### config.mk
export PLATFORM = sky130hd
export DESIGN_NAME = wpar_ram
export DESIGN_NICKNAME = d
export VERILOG_FILES = /design/src/wpar_ram.sv
export SDC_FILE = /design/constraint.sdc
export NUM_CORES = 1
export LEC_CHECK = 0
export ABC_AREA = 1
export BUFFER_PORTS_ARGS = -buffer_cell sky130_fd_sc_hd__buf_2
export CORE_MARGIN = 2
export CORE_UTILIZATION = 55
export DETAILED_ROUTE_END_ITERATION = 8
export PLACE_DENSITY = 0.75
export SKIP_CTS_REPAIR_TIMING = 1
export SLEW_MARGIN = 20
export SYNTH_ARGS = -nofsm -noshare
export SYNTH_HDL_FRONTEND = slang
export SYNTH_SLANG_ARGS = --single-unit
export TNS_END_PERCENT = 30
### constraint.sdc
create_clock -name clk -period 1.1 [get_ports clk]
set_input_delay 0.165 -clock clk [delete_from_list [all_inputs] [get_ports clk]]
set_output_delay 0.165 -clock clk [all_outputs]
set_load 0.02 [all_outputs]
### src/wpar_ram.sv
// ----------------------------------------------------------------------------
// wpar_ram: generic simple dual port RAM
// One write port, one read port with registered read data.
// ----------------------------------------------------------------------------
`timescale 1ns / 1ps
`default_nettype none

module wpar_ram #(
  parameter int DATA_W = 8,
  parameter int DEPTH  = 16,
  localparam int ADDR_W = (DEPTH > 1) ? $clog2(DEPTH) : 1
) (
  input  wire logic              clk,
  input  wire logic              we,
  input  wire logic [ADDR_W-1:0] waddr,
  input  wire logic [DATA_W-1:0] wdata,
  input  wire logic [ADDR_W-1:0] raddr,
  output logic      [DATA_W-1:0] rdata
);

  logic [DATA_W-1:0] mem [DEPTH];

  always_ff @(posedge clk) begin
    if (we) begin
      mem[waddr] <= wdata;
    end
    rdata <= mem[raddr];
  end

endmodule

`default_nettype wire

Yosys cells after proc, flatten, opt, wreduce, memory -nomap -nowiden
Memories as Yosys holds them, arrays and structs flattened. A register that Yosys moved wholly into a read port is not among the register bits.
Index checks and enable logic that the tools add are counted.
{"block": "classes", "addsub": 0, "mul": 0, "n_div": 0, "magnitude_cmp": 0, "eq_ne": 0, "n_shift": 0, "muxes": 2, "n_bitwise": 0, "reduce_logical": 0}
{"operator": "$mux W1", "count": 2}
{"block": "totals", "ff_bits": 0, "latch_bits": 0, "ramBits": 128, "mem_bits_ro": 0, "input_bits": 18, "output_inout_bits": 8, "elab_cells": 3, "memories": 1}
{"memory": "mem", "depth": 16, "width": 8, "read_ports": 1, "rd_clocked_by_memory_dff": 1, "write_ports": 1, "line_no": "21", "text": "logic [DATA_W-1:0] mem [DEPTH];"}

Logic depth before layout (Yosys ltp)
{"block": "depth", "depth_word": 2, "ltp_mapped": 8, "ltp_nobuf": 7}

Worst setup path after synthesis
OpenSTA, ideal clock, no wires.
{"block": "synth_timing", "path_type": "in2reg", "from": "input port waddr[3]", "to": "memory mem[4][0], enable pin", "setup_time_ns": 0.370, "t_arrival_ns": 0.746, "t_required_ns": 0.730, "path_slack_ns": -0.016, "cell_stages": 2, "n_path_buf": 0, "cell_sequence": "nand3b_1 > nor2_1"}
{"element": "from (decl)", "line_no": "15", "text": "input wire logic [ADDR_W-1:0] waddr,"}
{"element": "to (decl)", "line_no": "21"}
No word-level cell before the write port.

Final worst setup path
{"block": "layout_timing", "from": "register rdata[4] (read register of mem)", "to": "output port rdata[4]"}
{"element": "from (decl)", "line_no": "18", "text": "output logic [DATA_W-1:0] rdata"}
No word-level cell between the ends.

==> results.txt <==
The clock passes through at most 2 buffers. Counting the fill cells in the layout gives 756. TritonCTS built the clock tree. Of all flip-flops after synthesis, the portion carrying an async set or reset was 0%.

Once placement completed, the tool counted placed cells totaling 720. In the final layout, the share of cells above drive strength 1 is 15.9%. Critical path depth in cells: 1.

The total congestion overflow is 0, and the final standard cell utilization of the core is 67.3%. The flow ran to the end, but the final reports show violations. The detailed placer's ending HPWL is 8450 µm, and the chip height is 106 µm.

Power spread over the standard cell area amounts to 1830 nW/µm². Dividing the detail-routed wire length by the instance count gives 17.7 µm. Entering global routing, the biggest net connects 34 pins.

In the synthesized netlist, the number of instances is 551. The run gives 1.08 mV as the worst voltage drop across the vdd grid. For the number of global-route vias before repair, the log shows 3878. The highest net fanout along the worst path works out to 1. The static leakage power was 3.02 nW. The floorplan core area is 10200 µm², and the max-slew violation count is 0. Measured along the x axis, the die boundary spans 106 µm.

The proportion of netlist area held by the largest area contributor is 66.7%. For this block, the via count after detailed routing is 3961. Walking the worst path, the cells encountered are buf_6. Max-cap violations in this run came to 0.

The number of top-level pins was 26. The filler-free cell count of the finished design was 752. STA classifies the critical path startpoint as a register.

For the worst setup path, the data required time is 0.94 ns. The number of warnings reported in the yosys synthesis log came out at 0. Synthesis-to-finish area growth: 19.3%. Data arrives at the worst endpoint at 1.01 ns. The critical path in this run is classified as register to output pin. Counting cells, the worst reg-to-reg path comes to 6. At the placement stage, the worst setup path has a slack of -0.120 ns. The number of H-tree levels came out at 4.

The tools report the last weighted congestion value of the routability-driven placer as 0.872. Dividing the final minimum period by the clock period gives 107%. The detailed router finished its first iteration with 332 violations. The number of antenna diodes in the final layout is 0. The checks that failed: negative setup slack. In this run the tightest slew margin relative to its limit is 73.7%. The number of buffers created by CTS was 17. The most instantiated flip-flop cell in the synthesis netlist was sky130_fd_sc_hd__edfxtp_1.

Timing would allow up to 0.849 GHz. For this block, the routed nets add up to 13300 µm of wire. For this configuration, the core starts out at a cell density of 56.4%. The number of nets handed over by synthesis was 569. In the routed layout, each cell is associated on average with a via count of 5.27.

Net count of the finished layout: 621. CTS saw 136 sinks. The number of buffer cells added on primary ports came out at 25. Clock skew on the completed layout was measured at 0.00775 ns. Number of buffer and inverter stages on the critical path: 1. The sequential cell area fraction in the yosys report is 69.4%.

Critical-path cell with the highest stage delay: sky130_fd_sc_hd__dfxtp_2. The worst hold path belongs to the class primary input to register. Most instantiated library cell after synthesis: sky130_fd_sc_hd__nand2_1. The design draws 12.6 mW. The maximum cell stage delay along the critical path came out at 0.36 ns. The worst hold path depth was 1; the number of antenna violations at the first check in global routing was 0.

Of all cell types, the one taking the most synthesized area is sky130_fd_sc_hd__edfxtp_1. At the pin with the least slew margin, the transition time is 0.394 ns. The tools report the total routing usage reported by global routing as 25.1%. For the number of placement rows, the log shows 37. The worst path needs 1.18 ns of the cycle, external delays included. The tools report the total count of hold-check failures in the final report as 0. In the synthesized netlist, the cells that appear most often are 173 x sky130_fd_sc_hd__nand2_1, 128 x sky130_fd_sc_hd__edfxtp_1, 100 x sky130_fd_sc_hd__inv_1, 97 x sky130_fd_sc_hd__nand3_1, 17 x sky130_fd_sc_hd__nor2_1. The critical path's top delay family was flip-flops. The run gives -0.334 ns as the final sum of negative setup slack.

The category of the worst setup path capture point is an output pin. The tools report the cell at the root of the clock tree as sky130_fd_sc_hd__clkbuf_8. The floorplan step defined a die boundary enclosing 11300 µm². The first global-routing pass estimated 20500 µm of wire. The mapped netlist covers 5770 µm².

In this run the remaining antenna-violating nets after routing total 0. In this run the mean area of a mapped cell was 10.5 µm². The number of flip-flops and latches in the synthesized netlist works out to 136. The synthesized netlist contains 12 unique library cells. Setup violations remaining at the end of the flow were counted as 8. Setup repair after global routing could not meet its margin everywhere.

The first detailed-routing pass took 5 iterations. After clock tree synthesis, the clock-pin slew on the worst setup and hold paths is 0.06 ns. For this run, design rule violations remaining after detail routing come to 0. The final setup slack of the worst path is -0.0772 ns, and the number of enable flip-flop cells after synthesis is 128. Sorting the synthesized cells by area gives the leading types as sky130_fd_sc_hd__edfxtp_1 67%, sky130_fd_sc_hd__nand2_1 11%, sky130_fd_sc_hd__nand3_1 8.4%. The clock insertion delay at the later pin of the skew report came out at 0.53 ns.
-- layout by cell type, fill, tap and decap left out --
cell type / count
sky130_fd_sc_hd__buf_12: 4
sky130_fd_sc_hd__buf_2: 17
sky130_fd_sc_hd__buf_4: 28
sky130_fd_sc_hd__buf_6: 8
sky130_fd_sc_hd__bufinv_16: 4
sky130_fd_sc_hd__clkbuf_1: 2
sky130_fd_sc_hd__clkbuf_16: 16
sky130_fd_sc_hd__clkbuf_8: 4
sky130_fd_sc_hd__clkinv_2: 1
sky130_fd_sc_hd__clkinv_4: 4
sky130_fd_sc_hd__clkinvlp_4: 1
sky130_fd_sc_hd__dfxtp_2: 8
sky130_fd_sc_hd__edfxtp_1: 128
sky130_fd_sc_hd__inv_1: 100
sky130_fd_sc_hd__inv_2: 2
sky130_fd_sc_hd__nand2_1: 173
sky130_fd_sc_hd__nand3_1: 96
sky130_fd_sc_hd__nand3_2: 1
sky130_fd_sc_hd__nand3b_1: 2
sky130_fd_sc_hd__nor2_1: 17
-- stage by stage --
step / area (µm²) / hold WS (ns)
floorplan: 5770 / 0.264
global placement: 6190 / 0.581
detailed placement: 6190 / 0.581
CTS: 6820 / 0.0417
global route: 6880 / 0.0494
finish: 6880 / 0.0641
-- cells by family (layout without fill, tap and decap cells) --
group         Yosys count  count (layout)  synth area share [%]
buf+inv               126             191                  9.52
flops                 136             136                  69.4
simple gates          289             289                  21.0
-- cell type report --
| cell class | count | area, µm² | share of cell area [%] |
|---|---|---|---|
| inverters | 102 | 383 | 5.56 |
| flip-flops and latches | 136 | 4010 | 58.3 |
| clock inverters | 10 | 168 | 2.44 |
| well taps | 136 | 170 | 2.47 |
| clock buffers | 22 | 463 | 6.73 |
| repair buffers | 57 | 465 | 6.76 |
| multi-input cells | 289 | 1220 | 17.7 |
-- registers in the layout, indices dropped and copies added, names as in the netlist --
signal / flops
mem: 128
rdata: 8
-- final timing paths --
path	start	endpoint	slack, ns
setup / recovery	rdata[4]	rdata[4]	-0.08
hold / removal	wdata[5]	mem[0][5]	0.06
setup reg to reg	mem[1][7]	rdata[7]	0.04
hold reg to reg	mem[2][4]	rdata[4]	0.68
-- report_power, final --
group | total, mW | leakage (nW) | internal [mW] | switching (mW)
clock | 5.93 | 0.305 | 3.87 | 2.06
combinational | 0.831 | 1.49 | 0.286 | 0.546
sequential | 5.85 | 1.22 | 5.80 | 0.0475
total | 12.6 | 3.02 | 9.96 | 2.65
-- layer usage --
metal	vias to the layer above	global-route usage [%]	part of all wire, %
met5	-	0	0
met4	0	12.3	3.1
met3	34	6.50	6.3
met2	165	41.1	51
met1	1881	31.2	39
li1	1881	-	-
No activity file was read; power rests on OpenSTA's default activity.
