<file path="config.mk">
export PLATFORM = sky130hd
export DESIGN_NAME = wpar_div
export DESIGN_NICKNAME = d
export VERILOG_FILES = /design/src/wpar_pkg.sv /design/src/wpar_div.sv
export SDC_FILE = /design/constraint.sdc
export NUM_CORES = 1
export LEC_CHECK = 0
export BUFFER_PORTS_ARGS = -buffer_cell sky130_fd_sc_hd__buf_4
export CAP_MARGIN = 25
export CORE_MARGIN = 4
export CORE_UTILIZATION = 45
export CTS_CLUSTER_DIAMETER = 80
export CTS_CLUSTER_SIZE = 16
export DETAILED_ROUTE_END_ITERATION = 10
export PLACE_DENSITY = 0.68
export RECOVER_POWER = 25
export SKIP_CTS_REPAIR_TIMING = 1
export SLEW_MARGIN = 5
export SYNTH_ARGS = -nofsm -noshare
export SYNTH_HDL_FRONTEND = slang
export SYNTH_SLANG_ARGS = --single-unit
</file>
<file path="constraint.sdc">
create_clock -name clk -period 4.8 [get_ports clk]
set_input_delay 0.72 -clock clk [delete_from_list [all_inputs] [get_ports clk]]
set_output_delay 0.72 -clock clk [all_outputs]
set_load 0.005 [all_outputs]
</file>
<file path="src/wpar_pkg.sv">
// ----------------------------------------------------------------------------
// wpar_pkg: shared types and constants of the weighted pixel film buffer
// Item and result structs, stored entry layout, status codes and widths.
// ----------------------------------------------------------------------------
`timescale 1ns / 1ps
`default_nettype none

package wpar_pkg;

  // Default film size
  localparam int MAX_WIDTH_DEF  = 64;
  localparam int MAX_HEIGHT_DEF = 64;

  // Field and sum widths
  localparam int SAMPLE_W = 16;
  localparam int SUM_W    = 48;
  localparam int WSUM_W   = 32;
  localparam int BYTE_W   = 8;
  localparam int POS_W    = 6;
  localparam int REG_W    = 7;
  localparam int CFG_IDX_W = 2;
  localparam int NUM_CH   = 3;

  // Configuration register indexes and reset values
  localparam logic [CFG_IDX_W-1:0] CFG_IMAGE_WIDTH  = 2'd0;
  localparam logic [CFG_IDX_W-1:0] CFG_IMAGE_HEIGHT = 2'd1;
  localparam logic [REG_W-1:0]     IMAGE_WIDTH_RST  = 7'd64;
  localparam logic [REG_W-1:0]     IMAGE_HEIGHT_RST = 7'd64;

  // Result status codes
  localparam logic [1:0] ST_OK        = 2'd0;
  localparam logic [1:0] ST_RANGE     = 2'd1;
  localparam logic [1:0] ST_NO_WEIGHT = 2'd2;
  localparam logic [1:0] ST_SAT       = 2'd3;

  // Saturation bounds
  localparam logic signed [SUM_W-1:0] SUM_MAX  = {1'b0, {(SUM_W-1){1'b1}}};
  localparam logic signed [SUM_W-1:0] SUM_MIN  = {1'b1, {(SUM_W-1){1'b0}}};
  localparam logic [WSUM_W-1:0]       WSUM_MAX = {WSUM_W{1'b1}};
  localparam logic [BYTE_W-1:0]       BYTE_MAX = 8'd255;

  // Input item
  typedef struct packed {
    logic                       mode;
    logic [POS_W-1:0]           x_pos;
    logic [POS_W-1:0]           y_pos;
    logic signed [SAMPLE_W-1:0] sample_red;
    logic signed [SAMPLE_W-1:0] sample_green;
    logic signed [SAMPLE_W-1:0] sample_blue;
    logic [SAMPLE_W-1:0]        sample_weight;
  } cmd_t;

  // Result item
  typedef struct packed {
    logic [1:0]        status;
    logic [BYTE_W-1:0] pixel_red;
    logic [BYTE_W-1:0] pixel_green;
    logic [BYTE_W-1:0] pixel_blue;
    logic [POS_W-1:0]  image_row;
  } result_t;

  // One stored pixel
  typedef struct packed {
    logic signed [SUM_W-1:0] red_sum;
    logic signed [SUM_W-1:0] green_sum;
    logic signed [SUM_W-1:0] blue_sum;
    logic [WSUM_W-1:0]       weight_sum;
  } entry_t;

  localparam int ENTRY_W = $bits(entry_t);

endpackage

`default_nettype wire

</file>
<file path="src/wpar_div.sv">
// ----------------------------------------------------------------------------
// wpar_div: iterative resolve divider
// Computes min(floor(sum*255 / (wsum*4096)), 255), zero for sum <= 0,
// one restoring step per cycle, shared by the three color channels.
// ----------------------------------------------------------------------------
`timescale 1ns / 1ps
`default_nettype none

module wpar_div (
  input  wire logic                          clk,
  input  wire logic                          rst,
  input  wire logic                          start,
  input  wire logic signed [wpar_pkg::SUM_W-1:0]  sum,
  input  wire logic        [wpar_pkg::WSUM_W-1:0] wsum,
  output logic                               done,
  output logic             [wpar_pkg::BYTE_W-1:0] quotient
);

  import wpar_pkg::*;

  // Remainder holds sum*255, divisor starts at (wsum << 12) << 8
  localparam int MAG_W  = SUM_W - 1;
  localparam int REM_W  = MAG_W + BYTE_W;
  localparam int DEN_W  = WSUM_W + 12 + BYTE_W;
  localparam logic [3:0] TOP_STEP = 4'(BYTE_W);

  logic [REM_W-1:0] rem;
  logic [DEN_W-1:0] den;
  logic [3:0]       step;
  logic             run;
  logic [REM_W-1:0] den_ext;
  logic             ge;
  logic [MAG_W-1:0] mag;

  assign mag     = sum[MAG_W-1:0];
  assign den_ext = REM_W'(den);
  assign ge      = (rem >= den_ext);

  // Control: run flag, step count and done pulse
  always_ff @(posedge clk) begin
    if (rst) begin
      run  <= 1'b0;
      done <= 1'b0;
      step <= '0;
    end else begin
      done <= 1'b0;
      if (start) begin
        if (sum[SUM_W-1] || (sum == '0)) begin
          done <= 1'b1;
        end else begin
          run  <= 1'b1;
          step <= TOP_STEP;
        end
      end else if (run) begin
        if ((step == TOP_STEP) && ge) begin
          run  <= 1'b0;
          done <= 1'b1;
        end else if (step == '0) begin
          run  <= 1'b0;
          done <= 1'b1;
        end else begin
          step <= step - 4'd1;
        end
      end
    end
  end

  // Datapath: one compare and subtract per step
  always_ff @(posedge clk) begin
    if (start) begin
      rem      <= {mag, {BYTE_W{1'b0}}} - REM_W'(mag);
      den      <= {wsum, {(12 + BYTE_W){1'b0}}};
      quotient <= '0;
    end else if (run) begin
      den <= den >> 1;
      if (step == TOP_STEP) begin
        // quotient of 256 or more clamps
        if (ge) begin
          quotient <= BYTE_MAX;
        end
      end else begin
        quotient <= {quotient[BYTE_W-2:0], ge};
        if (ge) begin
          rem <= rem - den_ext;
        end
      end
    end
  end

endmodule

`default_nettype wire

</file>
# After elaboration in Yosys (flattened, before gate mapping)
# Index checks and enable logic that the tools add are counted.
[op_classes]
order_cmp = 1
n_mux = 23
reduce_logical = 9
n_eq_ne = 6
add_sub_neg = 3
[op_table]
columns = ["op", "count"]
rows = [
  ["$mux W55", 4],
  ["$mux W52", 2],
  ["$ge A55 B52 Y1", 1],
  ["$sub A55 B47 Y55", 1],
  ["$sub A55 B52 Y55", 1],
  ["$logic_not A48 Y1", 1],
  ["$mux W4", 5],
  ["$mux W8", 2],
  ["$mux W1", 10],
  ["$ne A2 B2 Y1 const B", 5],
  ["$eq A4 B4 Y1 const B", 1],
  ["$logic_not A4 Y1", 1],
  ["$reduce_and A4 Y1", 1],
  ["$reduce_bool A2 Y1", 2],
  ["$sub A4 B1 Y4 const B", 1],
  ["$reduce_and A3 Y1", 1],
  ["$reduce_and A2 Y1", 1],
  ["$logic_and A1 B1 Y1", 1],
  ["$logic_or A1 B1 Y1", 1],
]
[word_totals]
word_cells = 49
input_bits = 83
regBits = 121

# Longest topological paths before layout
[depth]
word_depth = 5
depth_mapped = 13
mapped_depth_nobuf = 13

# Worst setup path before layout
# OpenSTA, ideal clock, no wires.
[synth_path]
path_kind = "reg2reg"
from = "register rem[26]"
to = "register rem[0] (enable)"
setup_time_ns = 0.414
n_path_buf = 1
path_stages_with_launch = 12
t_arrival_ns = 3.603
required_time_ns = 4.386
path_slack_ns = 0.783
path_cell_list = "edfxtp_1 > ha_1 > buf_2 > nand4_1 > or4_1 > nand3b_1 > and4bb_1 > a31oi_4 > a221oi_2 > o21ai_2 > nand3_1 > nand2_1"
[synth_via]
elab_chain_cells = 3
[synth_rtl]
columns = ["element", "line", "rtl"]
rows = [
  ["start, declared", "wpar_div.sv:27", "logic [REM_W-1:0] rem;"],
  ["start signal, assigned", "wpar_div.sv:71", "rem <= {mag, {BYTE_W{1'b0}}} - REM_W'(mag);"],
  ["start signal, assigned", "wpar_div.sv:84", "rem <= rem - den_ext;"],
  ["$ge A55 B52 Y1", "wpar_div.sv:37", "assign ge = (rem >= den_ext);"],
  ["$reduce_bool A2 Y1 (no line)", "-", ""],
  ["$reduce_and A3 Y1 (no line)", "-", ""],
]
# Every way passes these cells.
# A chain may end at the register's enable or synchronous reset.

# Final worst setup path
[layout_path]
from = "register den[25]"
to = "register rem[9] (enable)"
[layout_via]
elab_chain_cells = 3
[layout_rtl]
columns = ["element", "line", "rtl"]
rows = [
  ["start, declared", "wpar_div.sv:28", "logic [DEN_W-1:0] den;"],
  ["start signal, assigned", "wpar_div.sv:72", "den <= {wsum, {(12 + BYTE_W){1'b0}}};"],
  ["start signal, assigned", "wpar_div.sv:75", "den <= den >> 1;"],
  ["$ge A55 B52 Y1", "wpar_div.sv:37", ""],
  ["$reduce_bool A2 Y1 (no line)", "-", ""],
  ["$reduce_and A3 Y1 (no line)", "-", ""],
]
# Every way passes these cells.

==> metrics.yaml <==
status: "complete, but fails checks"
violations: "max-capacitance violations, max-slew violations"
dr.first_iter.drc_count: 864
groute.usage.overall_pct: 22.45
internal_power_w: 0.002952
fillers: 2281
globalRoute.totalOverflow: 0
dieArea_mm2: 0.02658
viasPerCell: 5.723
ys_seq_area_share_pct: 30.44
multi_input_area_mm2: 0.006907
worst_pin_slew_ns: 1.852
ant_nets: 0
dp_cells: 1692
pwr-share-seq_pct: 29.5
port_buffers: 91
grt_pass1_wl_um: 47720
synth-main-ff-cell: "edfxtp_1"
hold_viol: 0
cts_buffers: 17
core_mm2: 0.02354
period_share_pct: 80.71
cp_slowest_cell: "or4_1"
area_delta_synth_final_pct: 14.45
finalWirelength_um: 30040
seq_area_mm2: 0.003293
final_common_cell: "nand2_1"
most-common-layout-cells: "153 x nand2_1, 117 x nor2_1, 114 x inv_1"
max_freq_mhz: 258.1
worstPathCellList: "inv_1 > ha_1 > nand4_1 > or4_1 > nor3_1 > o21ai_1 > a31oi_4 > a221oi_2 > o21ai_2 > nand3_1 > nand2_2 > buf_12"
cts_root_buf: "clkbuf_16"
tns_ns: 0
die-width_um: 163.0
async_flop_share_pct: 0
tritoncts: "done"
drc: 0
cts-htree-levels: 4
grt_pass1_vias: 9243
die_h_um: 163.0
setup_viol: 0
ioPinCount: 92
worst_setup_path_end_kind: "register"
place_congestion: 0.9749
grt_use_met2_pct: 32.26
yosysWarnings: 0
floorplan.rows: 56
path_clk_slew_ns: 0.06
path_class: "reg -> reg"
cp_max_fo: 55
crit_buf_inv: 2
finClkSkew_ns: 0.01298
num_vias: 9866
busiest_layer: "met1"
drv_slew: 124
clockBufferDepth: 2
combPwrFrac_pct: 41.0
power.switching_w: 0.001682
synth_fp_nets: 1505
slew_headroom_pct: -23.64
grt_setup_unrepaired: "false"
crit_path_start_kind: "register"
syn-cell-area_mm2: 0.01082
switching_share_pct: 36.30
slowest_delay_ns: 0.61
met3_usage_pct: 4.845
crit_arrival_ns: 3.96
insertion_delay_ns: 0.43
grt_util_met1_pct: 34.03
grt_max_degree: 93
required_ns: 4.89
dr.pass1.iters: 6
syn_inst: 1327
cap_violations: 2
grt_antenna_before_repair: 0
final_nets: 1570
ys_ff_latch: 121
pwr-share-clk_pct: 29.5
power_density_mw_per_mm2: 374.3
drive_gt1_share_pct: 10.53
initial_core_util_pct: 45.95
hold_path_class: "reg -> reg"
ir_drop_mv: 0.2450
routedWlPerCell_um: 17.42
clock-sinks: 121
ys_types: 73
synth_edf_count: 87
dp_hpwl_um: 23010
cp_top_family: "simple AND/OR/NAND/NOR gates"
final-instance-count-excl-fill: 1724
leakagePower_nw: 5.104
avgSynthCellArea_um2: 8.152
period_minus_slack_ns: 3.874
antenna_cells: 0
==> cells in the mapped netlist, types with 8 or more instances <==
cell      count  share of area, %
o21a_1       13              0.90
dfxtp_1      34               6.3
inv_1       114               4.0
nor4_1       16              0.93
nor2_1      117               4.1
o21ai_0     108               5.0
edfxtp_1     87                24
clkbuf_1     39               1.4
ha_1         94                11
and2_1       10              0.58
nor3_1       22               1.0
nand3_1      25               1.2
nand4_1      25               1.4
nand2_1     154               5.3
a21oi_1     112               5.2
o21ai_1       8              0.37
a211oi_1     20               1.4
or4_1         8              0.56
o31ai_1       8              0.56
xnor2_1      52               4.2
nor2b_1      15              0.87
o21bai_1     12              0.83
mux2i_1      27               2.5
xor2_1       44               3.6
a21o_1       50               3.5
==> cell type report <==
cell class / count / area share [%]
Sequential cell: 121 / 26.60
Clock inverter: 7 / 0.5760
Inverter: 114 / 3.456
Timing Repair Buffer: 95 / 5.750
Clock buffer: 25 / 4.608
Multi-Input combinational cell: 1043 / 55.79
Tap cell: 319 / 3.224
==> routing by layer <==
metal  up-vias  share of wire, %
li1       4908                 -
met1      4565                50
met4         0               1.6
met3        32               7.6
met2       361                41
met5         -                 0
==> power groups by stage <==
| stage | combinational, W | sequential (W) | clock, W |
|---|---|---|---|
| 2_1_floorplan | 0.00141 | 0.00136 | 0 |
| 3_3_place_gp | 0.00184 | 0.00138 | 0 |
| 3_5_place_dp | 0.00185 | 0.00138 | 0 |
| 4_1_cts | 0.00187 | 0.00136 | 0.00138 |
| 5_1_grt | 0.00211 | 0.00138 | 0.00143 |
| 6_report | 0.00190 | 0.00137 | 0.00137 |
==> kinds of logic (layout without fill, tap and decap cells) <==
group                      after synthesis  in the layout  synth area share (%)
and+or+nand+nor                        430            430                 18.60
AOI/OAI and AO/OA                      394            394                 23.79
buffers and inverters                  163            241                 5.737
DFF                                    121            121                 30.44
xor gates and xnor gates                96             96                 7.772
adders and majority gates               95             95                 11.06
muxes                                   28             28                 2.602
==> path summary, 6_finish.rpt <==
path,start,endpoint,slack [ns],depth (start not counted)
worst max-delay path,den[25]$_DFFE_PP_,rem[9]$_DFFE_PP_,0.93,12
worst min-delay path,quotient[0]$_SDFFE_PP0P_,quotient[0]$_SDFFE_PP0P_,0.48,2
worst max register to register,den[25]$_DFFE_PP_,rem[9]$_DFFE_PP_,0.93,12
worst min register to register,quotient[0]$_SDFFE_PP0P_,quotient[0]$_SDFFE_PP0P_,0.48,2
==> registers in the layout, indices dropped and copies added, names as in the netlist <==
register  flops
rem          55
den          52
quotient      8
step          4
done          1
run           1
==> per-stage QoR <==
step	area (µm²)	util, %	hold slack (ns)	setup WS [ns]	power (W)
global placement	11770	49.98	0.4686	1.002	0.003217
finish	12380	52.59	0.4784	0.9259	0.004634
floorplan	10820	-	0.4479	0.7832	0.002771
CTS	12410	52.71	0.4811	0.9690	0.004614
detailed placement	11770	49.98	0.4715	0.9698	0.003231
global route	12380	52.59	0.5106	0.6585	0.004916
==> tightest hold or removal path, delay by kind of cell (launching register included) <==
| family | cells | cell delay (ns) |
|---|---|---|
| and+or+nand+nor | 1 | 0.06 |
| DFF | 1 | 0.32 |
| AOI/OAI and AO/OA | 1 | 0.05 |
Power figures use the tool's default switching activity.
